File: src/rtl/phm_pkg.sv
// ============================================================================
// phm_pkg
// Shared types and constants for the peak-hold meter with accelerating decay.
// ============================================================================
package phm_pkg;

    // Fixed field widths
    localparam int LEVEL_W     = 18;
    localparam int HOLD_W      = 16;
    localparam int BASE_W      = 24;
    localparam int GROWTH_W    = 20;
    localparam int CFG_DATA_W  = 24;
    localparam int CFG_INDEX_W = 3;

    // Default sizes of the internal counter and decay step
    localparam int HOLD_COUNT_BITS_DEF = 16;
    localparam int STEP_BITS_DEF       = 32;

    // Hold time that disables decay, and fraction bits of the step below 1/1024 dB
    localparam logic [HOLD_W-1:0] HOLD_FOREVER    = 16'hFFFF;
    localparam int                STEP_FRAC_SHIFT = 8;

    // Register reset values
    localparam logic signed [LEVEL_W-1:0] FLOOR_RST     = -18'sd49152;
    localparam logic signed [LEVEL_W-1:0] CEILING_RST   = 18'sd12288;
    localparam logic signed [LEVEL_W-1:0] THRESHOLD_RST = 18'sd0;
    localparam logic [HOLD_W-1:0]         HOLD_RST      = 16'd30;
    localparam logic [BASE_W-1:0]         BASE_RST      = 24'd13107;
    localparam logic [GROWTH_W-1:0]       GROWTH_RST    = 20'd655;

    // Input command codes
    localparam logic CMD_LEVEL = 1'b0;
    localparam logic CMD_TICK  = 1'b1;

    // Configuration register indexes
    typedef enum logic [CFG_INDEX_W-1:0] {
        REG_FLOOR     = 3'd0,
        REG_CEILING   = 3'd1,
        REG_THRESHOLD = 3'd2,
        REG_HOLD      = 3'd3,
        REG_BASE      = 3'd4,
        REG_GROWTH    = 3'd5
    } cfg_reg_t;

    // Configuration handed from the register file to the datapath
    typedef struct packed {
        logic signed [LEVEL_W-1:0] floor_level;
        logic signed [LEVEL_W-1:0] ceiling_level;
        logic signed [LEVEL_W-1:0] threshold_level;
        logic [HOLD_W-1:0]         hold_ticks;
        logic [BASE_W-1:0]         decay_base;
        logic [GROWTH_W-1:0]       decay_growth;
    } cfg_t;

endpackage

File: src/rtl/peak_hold_accelerating_decay_meter_unit.sv
// ============================================================================
// peak_hold_accelerating_decay_meter_unit
// Level meter ballistics: peak capture, hold for a number of frame ticks,
// then an accelerating decay toward the floor.
// ============================================================================
//
//   channel   direction  handshake             payload
//   -------   ---------  --------------------  ---------------------------------
//   input     in         in_valid / in_stall   command, level_in
//   output    out        out_valid / out_stall level_out, over_threshold, decaying
//   config    in         cfg_we                cfg_index, cfg_data
//
// One item per cycle sustained while out_stall stays low; an input transfer
// reaches the output through the input register, then the result register
// after the state update.
// The meter state updates as an item moves between the two registers.
// Reset (rst_n low, asynchronous) restores the configuration registers to
// their defaults, clears the tick count and empties both pipeline registers.
// A stalled output holds its result; the input register then fills and
// in_stall rises, without loss or repetition.
//
module peak_hold_accelerating_decay_meter_unit #(
    parameter int HOLD_COUNT_BITS = phm_pkg::HOLD_COUNT_BITS_DEF,
    parameter int STEP_BITS       = phm_pkg::STEP_BITS_DEF
) (
    input  logic                               clk,
    input  logic                               rst_n,
    input  logic                               in_valid,
    output logic                               in_stall,
    input  logic                               command,
    input  logic signed [phm_pkg::LEVEL_W-1:0] level_in,
    output logic                               out_valid,
    input  logic                               out_stall,
    output logic signed [phm_pkg::LEVEL_W-1:0] level_out,
    output logic                               over_threshold,
    output logic                               decaying,
    input  logic                               cfg_we,
    input  logic [phm_pkg::CFG_INDEX_W-1:0]    cfg_index,
    input  logic [phm_pkg::CFG_DATA_W-1:0]     cfg_data
);
    import phm_pkg::*;

    cfg_t cfg;

    logic                      s1_valid_reg;
    logic                      s1_command_reg;
    logic signed [LEVEL_W-1:0] s1_level_reg;
    logic                      out_valid_reg;
    logic signed [LEVEL_W-1:0] level_out_reg;
    logic                      over_reg;
    logic                      decaying_reg;

    logic                      s1_advance;
    logic                      in_take;
    logic signed [LEVEL_W-1:0] res_level;
    logic                      res_over;
    logic                      res_decaying;

    phm_cfg u_cfg (
        .clk       (clk),
        .rst_n     (rst_n),
        .cfg_we    (cfg_we),
        .cfg_index (cfg_index),
        .cfg_data  (cfg_data),
        .cfg       (cfg)
    );

    phm_core #(
        .HOLD_COUNT_BITS (HOLD_COUNT_BITS),
        .STEP_BITS       (STEP_BITS)
    ) u_core (
        .clk          (clk),
        .rst_n        (rst_n),
        .cfg          (cfg),
        .advance      (s1_advance),
        .command      (s1_command_reg),
        .level_in     (s1_level_reg),
        .res_level    (res_level),
        .res_over     (res_over),
        .res_decaying (res_decaying)
    );

    // Advance the input stage when the result register is free or draining
    assign s1_advance = s1_valid_reg && (!out_valid_reg || !out_stall);
    assign in_stall   = s1_valid_reg && !s1_advance;
    assign in_take    = in_valid && !in_stall;

    // Input register
    always_ff @(posedge clk or negedge rst_n)
    begin
        if (!rst_n)
        begin
            s1_valid_reg <= 1'b0;
        end
        else if (in_take || s1_advance)
        begin
            s1_valid_reg <= in_take;
        end
    end

    always_ff @(posedge clk)
    begin
        if (in_take)
        begin
            s1_command_reg <= command;
            s1_level_reg   <= level_in;
        end
    end

    // Result register
    always_ff @(posedge clk or negedge rst_n)
    begin
        if (!rst_n)
        begin
            out_valid_reg <= 1'b0;
        end
        else if (!out_valid_reg || !out_stall)
        begin
            out_valid_reg <= s1_advance;
        end
    end

    always_ff @(posedge clk)
    begin
        if (s1_advance)
        begin
            level_out_reg <= res_level;
            over_reg      <= res_over;
            decaying_reg  <= res_decaying;
        end
    end

    assign out_valid      = out_valid_reg;
    assign level_out      = level_out_reg;
    assign over_threshold = over_reg;
    assign decaying       = decaying_reg;

endmodule

File: src/rtl/phm_cfg.sv
// ============================================================================
// phm_cfg
// Configuration register file written through a plain write port.
// ============================================================================
module phm_cfg (
    input  logic                               clk,
    input  logic                               rst_n,
    input  logic                               cfg_we,
    input  logic [phm_pkg::CFG_INDEX_W-1:0]    cfg_index,
    input  logic [phm_pkg::CFG_DATA_W-1:0]     cfg_data,
    output phm_pkg::cfg_t                      cfg
);
    import phm_pkg::*;

    cfg_t cfg_reg;
    cfg_t cfg_next;

    // Decode the write; unknown indexes leave the registers alone
    always_comb
    begin
        cfg_next = cfg_reg;
        if (cfg_we)
        begin
            case (cfg_index)
                REG_FLOOR:     cfg_next.floor_level     = signed'(cfg_data[LEVEL_W-1:0]);
                REG_CEILING:   cfg_next.ceiling_level   = signed'(cfg_data[LEVEL_W-1:0]);
                REG_THRESHOLD: cfg_next.threshold_level = signed'(cfg_data[LEVEL_W-1:0]);
                REG_HOLD:      cfg_next.hold_ticks      = cfg_data[HOLD_W-1:0];
                REG_BASE:      cfg_next.decay_base      = cfg_data[BASE_W-1:0];
                REG_GROWTH:    cfg_next.decay_growth    = cfg_data[GROWTH_W-1:0];
                default:       cfg_next = cfg_reg;
            endcase
        end
    end

    // Hold the registers
    always_ff @(posedge clk or negedge rst_n)
    begin
        if (!rst_n)
        begin
            cfg_reg.floor_level     <= FLOOR_RST;
            cfg_reg.ceiling_level   <= CEILING_RST;
            cfg_reg.threshold_level <= THRESHOLD_RST;
            cfg_reg.hold_ticks      <= HOLD_RST;
            cfg_reg.decay_base      <= BASE_RST;
            cfg_reg.decay_growth    <= GROWTH_RST;
        end
        else
        begin
            cfg_reg <= cfg_next;
        end
    end

    assign cfg = cfg_reg;

endmodule

File: src/rtl/phm_core.sv
// ============================================================================
// phm_core
// Meter state (level, tick count, decay step) and its single-pass update.
// ============================================================================
module phm_core #(
    parameter int HOLD_COUNT_BITS = phm_pkg::HOLD_COUNT_BITS_DEF,
    parameter int STEP_BITS       = phm_pkg::STEP_BITS_DEF
) (
    input  logic                               clk,
    input  logic                               rst_n,
    input  phm_pkg::cfg_t                      cfg,
    input  logic                               advance,
    input  logic                               command,
    input  logic signed [phm_pkg::LEVEL_W-1:0] level_in,
    output logic signed [phm_pkg::LEVEL_W-1:0] res_level,
    output logic                               res_over,
    output logic                               res_decaying
);
    import phm_pkg::*;

    localparam int AMT_W = STEP_BITS - STEP_FRAC_SHIFT;
    localparam int DIF_W = ((AMT_W > LEVEL_W) ? AMT_W : LEVEL_W) + 2;
    localparam int BSE_W = (STEP_BITS > BASE_W) ? STEP_BITS : BASE_W;
    localparam int GRW_W = ((STEP_BITS > GROWTH_W) ? STEP_BITS : GROWTH_W) + 1;
    localparam int CNT_W = (HOLD_COUNT_BITS > HOLD_W) ? HOLD_COUNT_BITS : HOLD_W;
    localparam logic [STEP_BITS-1:0]       STEP_MAX = {STEP_BITS{1'b1}};
    localparam logic [HOLD_COUNT_BITS-1:0] CNT_MAX  = {HOLD_COUNT_BITS{1'b1}};

    logic signed [LEVEL_W-1:0]  display_reg;
    logic signed [LEVEL_W-1:0]  display_next;
    logic [HOLD_COUNT_BITS-1:0] count_reg;
    logic [HOLD_COUNT_BITS-1:0] count_next;
    logic [STEP_BITS-1:0]       step_reg;
    logic [STEP_BITS-1:0]       step_next;

    logic signed [LEVEL_W-1:0]  sample_lo;
    logic signed [LEVEL_W-1:0]  sample_clamped;
    logic [STEP_BITS-1:0]       base_sat;
    logic [HOLD_COUNT_BITS-1:0] count_inc;
    logic                       decay_now;
    logic [AMT_W-1:0]           amount;
    logic signed [DIF_W-1:0]    diff;
    logic signed [DIF_W-1:0]    diff_lo;
    logic signed [DIF_W-1:0]    diff_clamped;
    logic signed [LEVEL_W-1:0]  decayed;
    logic [GRW_W-1:0]           grown;
    logic [STEP_BITS-1:0]       step_grown;

    // Clamp the sample: floor first, then ceiling
    always_comb
    begin
        sample_lo      = (level_in < cfg.floor_level) ? cfg.floor_level : level_in;
        sample_clamped = (sample_lo > cfg.ceiling_level) ? cfg.ceiling_level : sample_lo;
    end

    // Saturate the configured base step to the step width
    assign base_sat = (BSE_W'(cfg.decay_base) > BSE_W'(STEP_MAX))
                      ? STEP_MAX : STEP_BITS'(cfg.decay_base);

    // Advance the tick count, saturating
    assign count_inc = (count_reg == CNT_MAX) ? count_reg : count_reg + 1'b1;
    assign decay_now = (cfg.hold_ticks != HOLD_FOREVER)
                       && (CNT_W'(count_inc) > CNT_W'(cfg.hold_ticks));

    // Drop the level by the whole part of the step and clamp
    always_comb
    begin
        amount       = step_reg[STEP_BITS-1:STEP_FRAC_SHIFT];
        diff         = DIF_W'(display_reg) - DIF_W'(signed'({1'b0, amount}));
        diff_lo      = (diff < DIF_W'(cfg.floor_level)) ? DIF_W'(cfg.floor_level) : diff;
        diff_clamped = (diff_lo > DIF_W'(cfg.ceiling_level))
                       ? DIF_W'(cfg.ceiling_level) : diff_lo;
        decayed      = LEVEL_W'(diff_clamped);
    end

    // Grow the step, saturating
    always_comb
    begin
        grown      = GRW_W'(step_reg) + GRW_W'(cfg.decay_growth);
        step_grown = (grown > GRW_W'(STEP_MAX)) ? STEP_MAX : STEP_BITS'(grown);
    end

    // Select the next state for the current item
    always_comb
    begin
        display_next = display_reg;
        count_next   = count_reg;
        step_next    = step_reg;
        if (command == CMD_LEVEL)
        begin
            if ((sample_clamped > display_reg) || (sample_clamped == cfg.floor_level))
            begin
                display_next = sample_clamped;
                count_next   = '0;
                step_next    = base_sat;
            end
        end
        else
        begin
            count_next = count_inc;
            if (decay_now)
            begin
                display_next = decayed;
                step_next    = (decayed <= cfg.floor_level) ? base_sat : step_grown;
            end
        end
    end

    // Result fields from the updated state
    assign res_level    = display_next;
    assign res_over     = display_next > cfg.threshold_level;
    assign res_decaying = (cfg.hold_ticks != HOLD_FOREVER)
                          && (CNT_W'(count_next) > CNT_W'(cfg.hold_ticks));

    // Hold the meter state
    always_ff @(posedge clk or negedge rst_n)
    begin
        if (!rst_n)
        begin
            display_reg <= FLOOR_RST;
            count_reg   <= '0;
            step_reg    <= (BSE_W'(BASE_RST) > BSE_W'(STEP_MAX))
                           ? STEP_MAX : STEP_BITS'(BASE_RST);
        end
        else if (advance)
        begin
            display_reg <= display_next;
            count_reg   <= count_next;
            step_reg    <= step_next;
        end
    end

endmodule

File: config.mk
export PLATFORM = sky130hd
export DESIGN_NAME = peak_hold_accelerating_decay_meter_unit
export DESIGN_NICKNAME = d
export VERILOG_FILES = /design/src/rtl/phm_pkg.sv /design/src/rtl/peak_hold_accelerating_decay_meter_unit.sv /design/src/rtl/phm_cfg.sv /design/src/rtl/phm_core.sv
export SDC_FILE = /design/constraint.sdc
export NUM_CORES = 1
export LEC_CHECK = 0
export BUFFER_PORTS_ARGS = -buffer_cell sky130_fd_sc_hd__buf_2
export CORE_MARGIN = 2
export CORE_UTILIZATION = 50
export DETAILED_ROUTE_END_ITERATION = 8
export PLACE_DENSITY = 0.71
export SYNTH_ARGS = -nofsm -noshare
export SYNTH_HDL_FRONTEND = slang
export SYNTH_SLANG_ARGS = --single-unit
File: constraint.sdc
create_clock -name clk -period 13.07 [get_ports clk]
set_input_delay 0 -clock clk [delete_from_list [all_inputs] [get_ports clk]]
set_output_delay 0 -clock clk [all_outputs]
set_load 0.05 [all_outputs]
==> results.cfg, run 1 <==
[grt]
grt.total_usage = 0.306
grt_overflow = 0
grt_pass1_wl_mm = 85.3
antenna_found_initial = 0
grt_max_degree = 112
grt_pass1_vias = 14829

[floorplan]
core.rowCount = 68
io_pins = 73
dieArea_um2 = 36600
chipWidth_um = 191
die_h_um = 191
coreArea_um2 = 34500
start_util = 0.508

[sta]
fin_tns_setup_ns = 0
rsz0062_at_grt = false
setup_viol = 0
fin_crit_ns = 10.74
fin_ws_ns = 2.33
fmax_mhz = 93.1
max_slew_margin = 0.180
clock-skew-final_ns = 0.0304
report.final.slew_viol_count = 0
timing.final.crit_share = 0.822
final-hold-violation-count = 0
worst_pin_slew_ns = 1.23

[place]
hpwl_mm = 42.3
placed_area_um2 = 18300
gp_congestion = 0.962
port_buffers = 72
post-place-ws_ns = 2.47

[setup_path]
slowest_stage = o211ai_2
critPathMaxFanout = 23
crit_type = reg2reg
cp_data_arrival_time_ns = 11.05
required_ns = 13.39
cp-start-kind = register
slowest_delay_ns = 0.94
cp_common_cell = ha_1
worstSetupEndpointType = register
crit_family = compound AO/OA/AOI/OAI gates
path_buf_inv = 2

[drt]
routed_wl_mm = 56.0
wire_per_inst_um = 22.8
drcViolationCount = 0
ant_nets = 0
routed_via_density = 6.23
vias = 15278
drtIter0Drc = 1261
first_pass_iters = 6

[clock_tree]
clkLatencyLatePin_ns = 0.59
cts-root-buf = clkbuf_16
cts_max_level = 1
cts_made_buffers = 28
path_clk_slew_ns = 0.06
ctsResizeCount = 0
cts_tree = built
cts.path.max_buffers = 3
post-cts-setup-buffers = 0
cts_hold_buf = 47
numClockSinks = 221

[logic_synthesis]
ys_async_sr_fraction = 0.824
synth_area_um2 = 17500
synth_cell_types = 94
synth_top_area_share = 0.211
seq_area_frac_synth = 0.329
yosys_warnings = 0
synthTopCellsByArea = dfrtp_1, ha_1, mux2_2
synth-edff-count = 39
synth_top_area_cell = dfrtp_1
ys_ff_latch = 221
syn_nets = 2155
avgSynthCellArea_um2 = 9.31
synth_top_flop_cell = dfrtp_1
synth_cells = 1884

[hold_path]
hold_path_class = in2reg

[finish]
final_common_cell = ha_1
antenna_cells = 0
drive_above_1_share = 0.168
final_area_um2 = 19700
largest_register_ffs = 114
syn2layout_area_growth_pct = 12.2
final_cell_mix = ha_1, nand2_1, dfrtp_1, inv_1, o21ai_0
postLayoutCoreUtil = 0.570
fin_nets = 2247

[outcome]
status = complete, no violations

[job]
maxCapViolations = 0
-- per-layer routing --
metal	track usage	vias up	routed length, µm
met4	0.105	0	2020
met3	0.0485	114	4360
li1	-	7105	-
met1	0.434	7456	25400
met2	0.473	603	24200
met5	0	-	0
-- logic make-up after synthesis --
kind of cell               count (synthesis)  synth area share
adders and majority gates                220             0.158
DFF                                      221             0.329
muxes                                    163             0.104
and+or+nand+nor                          513             0.140
buffers and inverters                    219            0.0493
AOI/OAI and AO/OA                        470             0.181
xor gates and xnor gates                  78            0.0389
-- worst min-delay path, cell delays in order --
cell and delay (ns):
buf_2 0.15, nor3b_2 0.06, buf_4 0.23, o21ai_0 0.17
-- cell usage after synthesis, types with 16 or more instances --
master    instances
ha_1            218
nand2_1         176
dfrtp_1         148
inv_1           145
o21ai_0         135
mux2_2          133
nor2_1          113
a21oi_1          91
clkbuf_1         57
nand3_1          46
xor2_1           44
edfxtp_1         39
nand4_1          38
nor3_1           35
dfstp_2          34
xnor2_1          34
a21o_1           28
o21a_1           26
mux2i_1          24
nor4_1           21
a31oi_1          20
nor2b_1          16
-- path summary, 6_finish.rpt --
kind / cells past startpoint / startpoint / end / slack, ns
max: 31 / u_cfg.cfg[113]$_DFFE_PN1P_ / over_threshold$_DFFE_PP_ / 2.33
min: 4 / cfg_index[2] / u_cfg.cfg[61]$_DFFE_PN0P_ / 0.07
max reg2reg: 31 / u_cfg.cfg[113]$_DFFE_PN1P_ / over_threshold$_DFFE_PP_ / 2.33
min reg2reg: 1 / s1_valid_reg$_DFFE_PN0P_ / out_valid$_DFFE_PN0P_ / 0.49
max in group asynchronous: 3 / rst_n / u_cfg.cfg[92]$_DFFE_PN0P_ / 11.43
min in group asynchronous: 2 / rst_n / u_cfg.cfg[23]$_DFFE_PN0P_ / 0.11
-- stage by stage --
stage          cells  hold WS (ns)
4_1_cts         2453        0.0446
5_1_grt         2453         0.101
2_1_floorplan   1884        -0.296
6_report        2453        0.0693
3_3_place_gp    2354         0.181
3_5_place_dp    2354         0.180
-- cell type report --
cell class,count,area (µm²)
multi-input combinational,1444,10900
inverter,146,548
fill,3086,14900
sequential,221,5770
clock buffer,40,766
timing repair buffer,135,972
clock inverter,12,135
tap,455,569
Power of run 1 is left out: the tool's default activity adds up to more than one toggle a clock period on the data nets, which glitch-free logic cannot reach.
==> inputs of run 2 (changes only) <==
- clock period: 13.07 -> 10.8 ns (I/O delays scaled with it)
==> run 2 against run 1 <==
Wire length fell by 2.3%; sequential share of layout area barely moved; cell count barely moved; count of clock-buffer cells in the layout did not move; setup slack got worse by 1.7 ns; via count rose by 0.50%.
==> results.cfg, run 2 (synthesis gave the netlist of run 1 again) <==
[setup_path]
cp-start-kind = register
r2r_slack_ns = 0.63
regToRegEndpoint = u_core.step_reg[22]$_DFFE_PN0P_
worstSetupEndpointType = register
cp_data_arrival_time_ns = 10.64
cp_common_cell = ha_1
worst-r2r-cell-count = 37
required_ns = 11.27
r2r-start = u_core.step_reg[8]$_DFFE_PN1P_
slowest_stage = nor4_1
slowest_delay_ns = 0.67
critPathMaxFanout = 33
path_buf_inv = 2
crit_type = reg2reg
crit_family = compound AO/OA/AOI/OAI gates

[drt]
vias = 15355
met1_length_mm = 25.1
maxUsedRoutingLayer = met4
drtIter0Drc = 1500
wire_per_inst_um = 22.3
met2_length_mm = 23.8
routed_via_density = 6.25
wl_met3_mm = 4.19
first_pass_iters = 6
ant_nets = 0
routed_wl_mm = 54.7
drcViolationCount = 0

[sta]
setup_viol = 0
fin_crit_ns = 10.17
clock-skew-final_ns = 0.0271
timing.final.crit_share = 0.941
max_slew_margin = 0.277
final-hold-violation-count = 0
fin_tns_setup_ns = 0
worst_pin_slew_ns = 1.08
report.final.slew_viol_count = 0
fmax_mhz = 98.3
rsz0062_at_grt = false

[place]
gp_congestion = 0.995
hpwl_mm = 41.1
port_buffers = 72

[grt]
grt_pass1_vias = 15155
grt.total_usage = 0.300
antenna_found_initial = 1
grt_overflow = 0
grt_pass1_wl_mm = 84.8
grt_max_degree = 117

[clock_tree]
numClockSinks = 221
cts_max_level = 1
cts.path.max_buffers = 3
cts_tree = built
clkLatencyLatePin_ns = 0.59
path_clk_slew_ns = 0.07
cts_made_buffers = 28
post-cts-setup-buffers = 0
cts-root-buf = clkbuf_16

[floorplan]
dieArea_um2 = 36600
start_util = 0.508
coreArea_um2 = 34500
io_pins = 73
chipWidth_um = 191
core.rowCount = 68
die_h_um = 191

[finish]
largest_register_ffs = 114
drive_above_1_share = 0.169
antenna_cells = 0
final_cell_mix = ha_1, nand2_1, dfrtp_1, inv_1, o21ai_0
num-fill-cells = 3070
syn2layout_area_growth_pct = 12.3
multi_input_area_um2 = 11000
final_common_cell = ha_1
fin_nets = 2249
register_area_um2 = 5770

[outcome]
status = complete, no violations

[hold_path]
hold_path_class = in2reg
hold-path-cell-count = 4
hold_start = cfg_index[2]
min_to = u_cfg.cfg[61]$_DFFE_PN0P_

[job]
maxCapViolations = 0
run 2: cell count changes in the layout (fill, tap and decap cells not counted), moves of 2 or more:
| cell | delta |
|---|---|
| clkbuf_1 | -2 |
| buf_4 | +3 |
| clkinv_2 | -6 |
| clkinv_1 | +4 |
| inv_4 | +2 |
| clkbuf_8 | +2 |
run 2: worst max-delay path by stage:
stage                                    startpoint                              end  slack (ns)  cells after the start
floorplan           u_core.step_reg[12]$_DFFE_PN1P_   u_core.step_reg[2]$_DFFE_PN0P_        2.27                     40
global placement    u_core.step_reg[12]$_DFFE_PN1P_  u_core.step_reg[22]$_DFFE_PN0P_        0.82                     34
detailed placement  u_core.step_reg[13]$_DFFE_PN1P_  u_core.step_reg[15]$_DFFE_PN0P_        0.70                     36
CTS                  u_core.step_reg[8]$_DFFE_PN1P_  u_core.step_reg[15]$_DFFE_PN0P_        0.64                     37
global route         u_core.step_reg[9]$_DFFE_PN1P_  u_core.step_reg[22]$_DFFE_PN0P_        0.04                     38
finish               u_core.step_reg[8]$_DFFE_PN1P_  u_core.step_reg[22]$_DFFE_PN0P_        0.63                     37
run 2: cell type report:
type                       count  area share
inverter                     146      0.0278
tap                          455      0.0289
timing repair buffer         137      0.0495
clock buffer                  40      0.0399
sequential                   221       0.293
clock inverter                12     0.00559
multi-input combinational   1444       0.556
run 2: routing by layer:
layer | up-vias | GRT usage
met5 | - | 0
met4 | 0 | 0.0932
met3 | 109 | 0.0391
met2 | 642 | 0.463
met1 | 7489 | 0.436
li1 | 7115 | -
run 2: per-stage QoR:
step | hold WS (ns) | area, µm² | utilization | cells | worst slack [ns]
6_report | 0.0524 | 19700 | 0.570 | 2455 | 0.632
5_1_grt | 0.0699 | 19700 | 0.570 | 2455 | 0.0409
4_1_cts | 0.0378 | 19700 | 0.570 | 2455 | 0.641
3_5_place_dp | 0.179 | 18300 | 0.530 | 2356 | 0.696
3_3_place_gp | 0.180 | 18300 | 0.530 | 2356 | 0.824
2_1_floorplan | -0.296 | 17500 | - | 1884 | 2.27
run 2: worst register-to-register path: cells and delay by family (launching register included):
| family | cells | cell delay [ns] |
|---|---|---|
| XOR/XNOR | 1 | 0.14 |
| multiplexers | 3 | 1.37 |
| flip-flops | 1 | 0.56 |
| AO/OA/AOI/OAI | 15 | 3.88 |
| buffers and inverters | 2 | 0.45 |
| AND/OR/NAND/NOR | 11 | 2.28 |
| adder cells (fa/ha/maj) | 5 | 1.35 |
run 2: timing repair:
action / 4_1_cts / 5_1_grt
hold buffers: 47 / 0
gates resized for setup: 0 / 3
hold endpoints to repair: 223 / 0
setup endpoints to repair: 0 / 4
Power of run 2 is left out for the same reason.
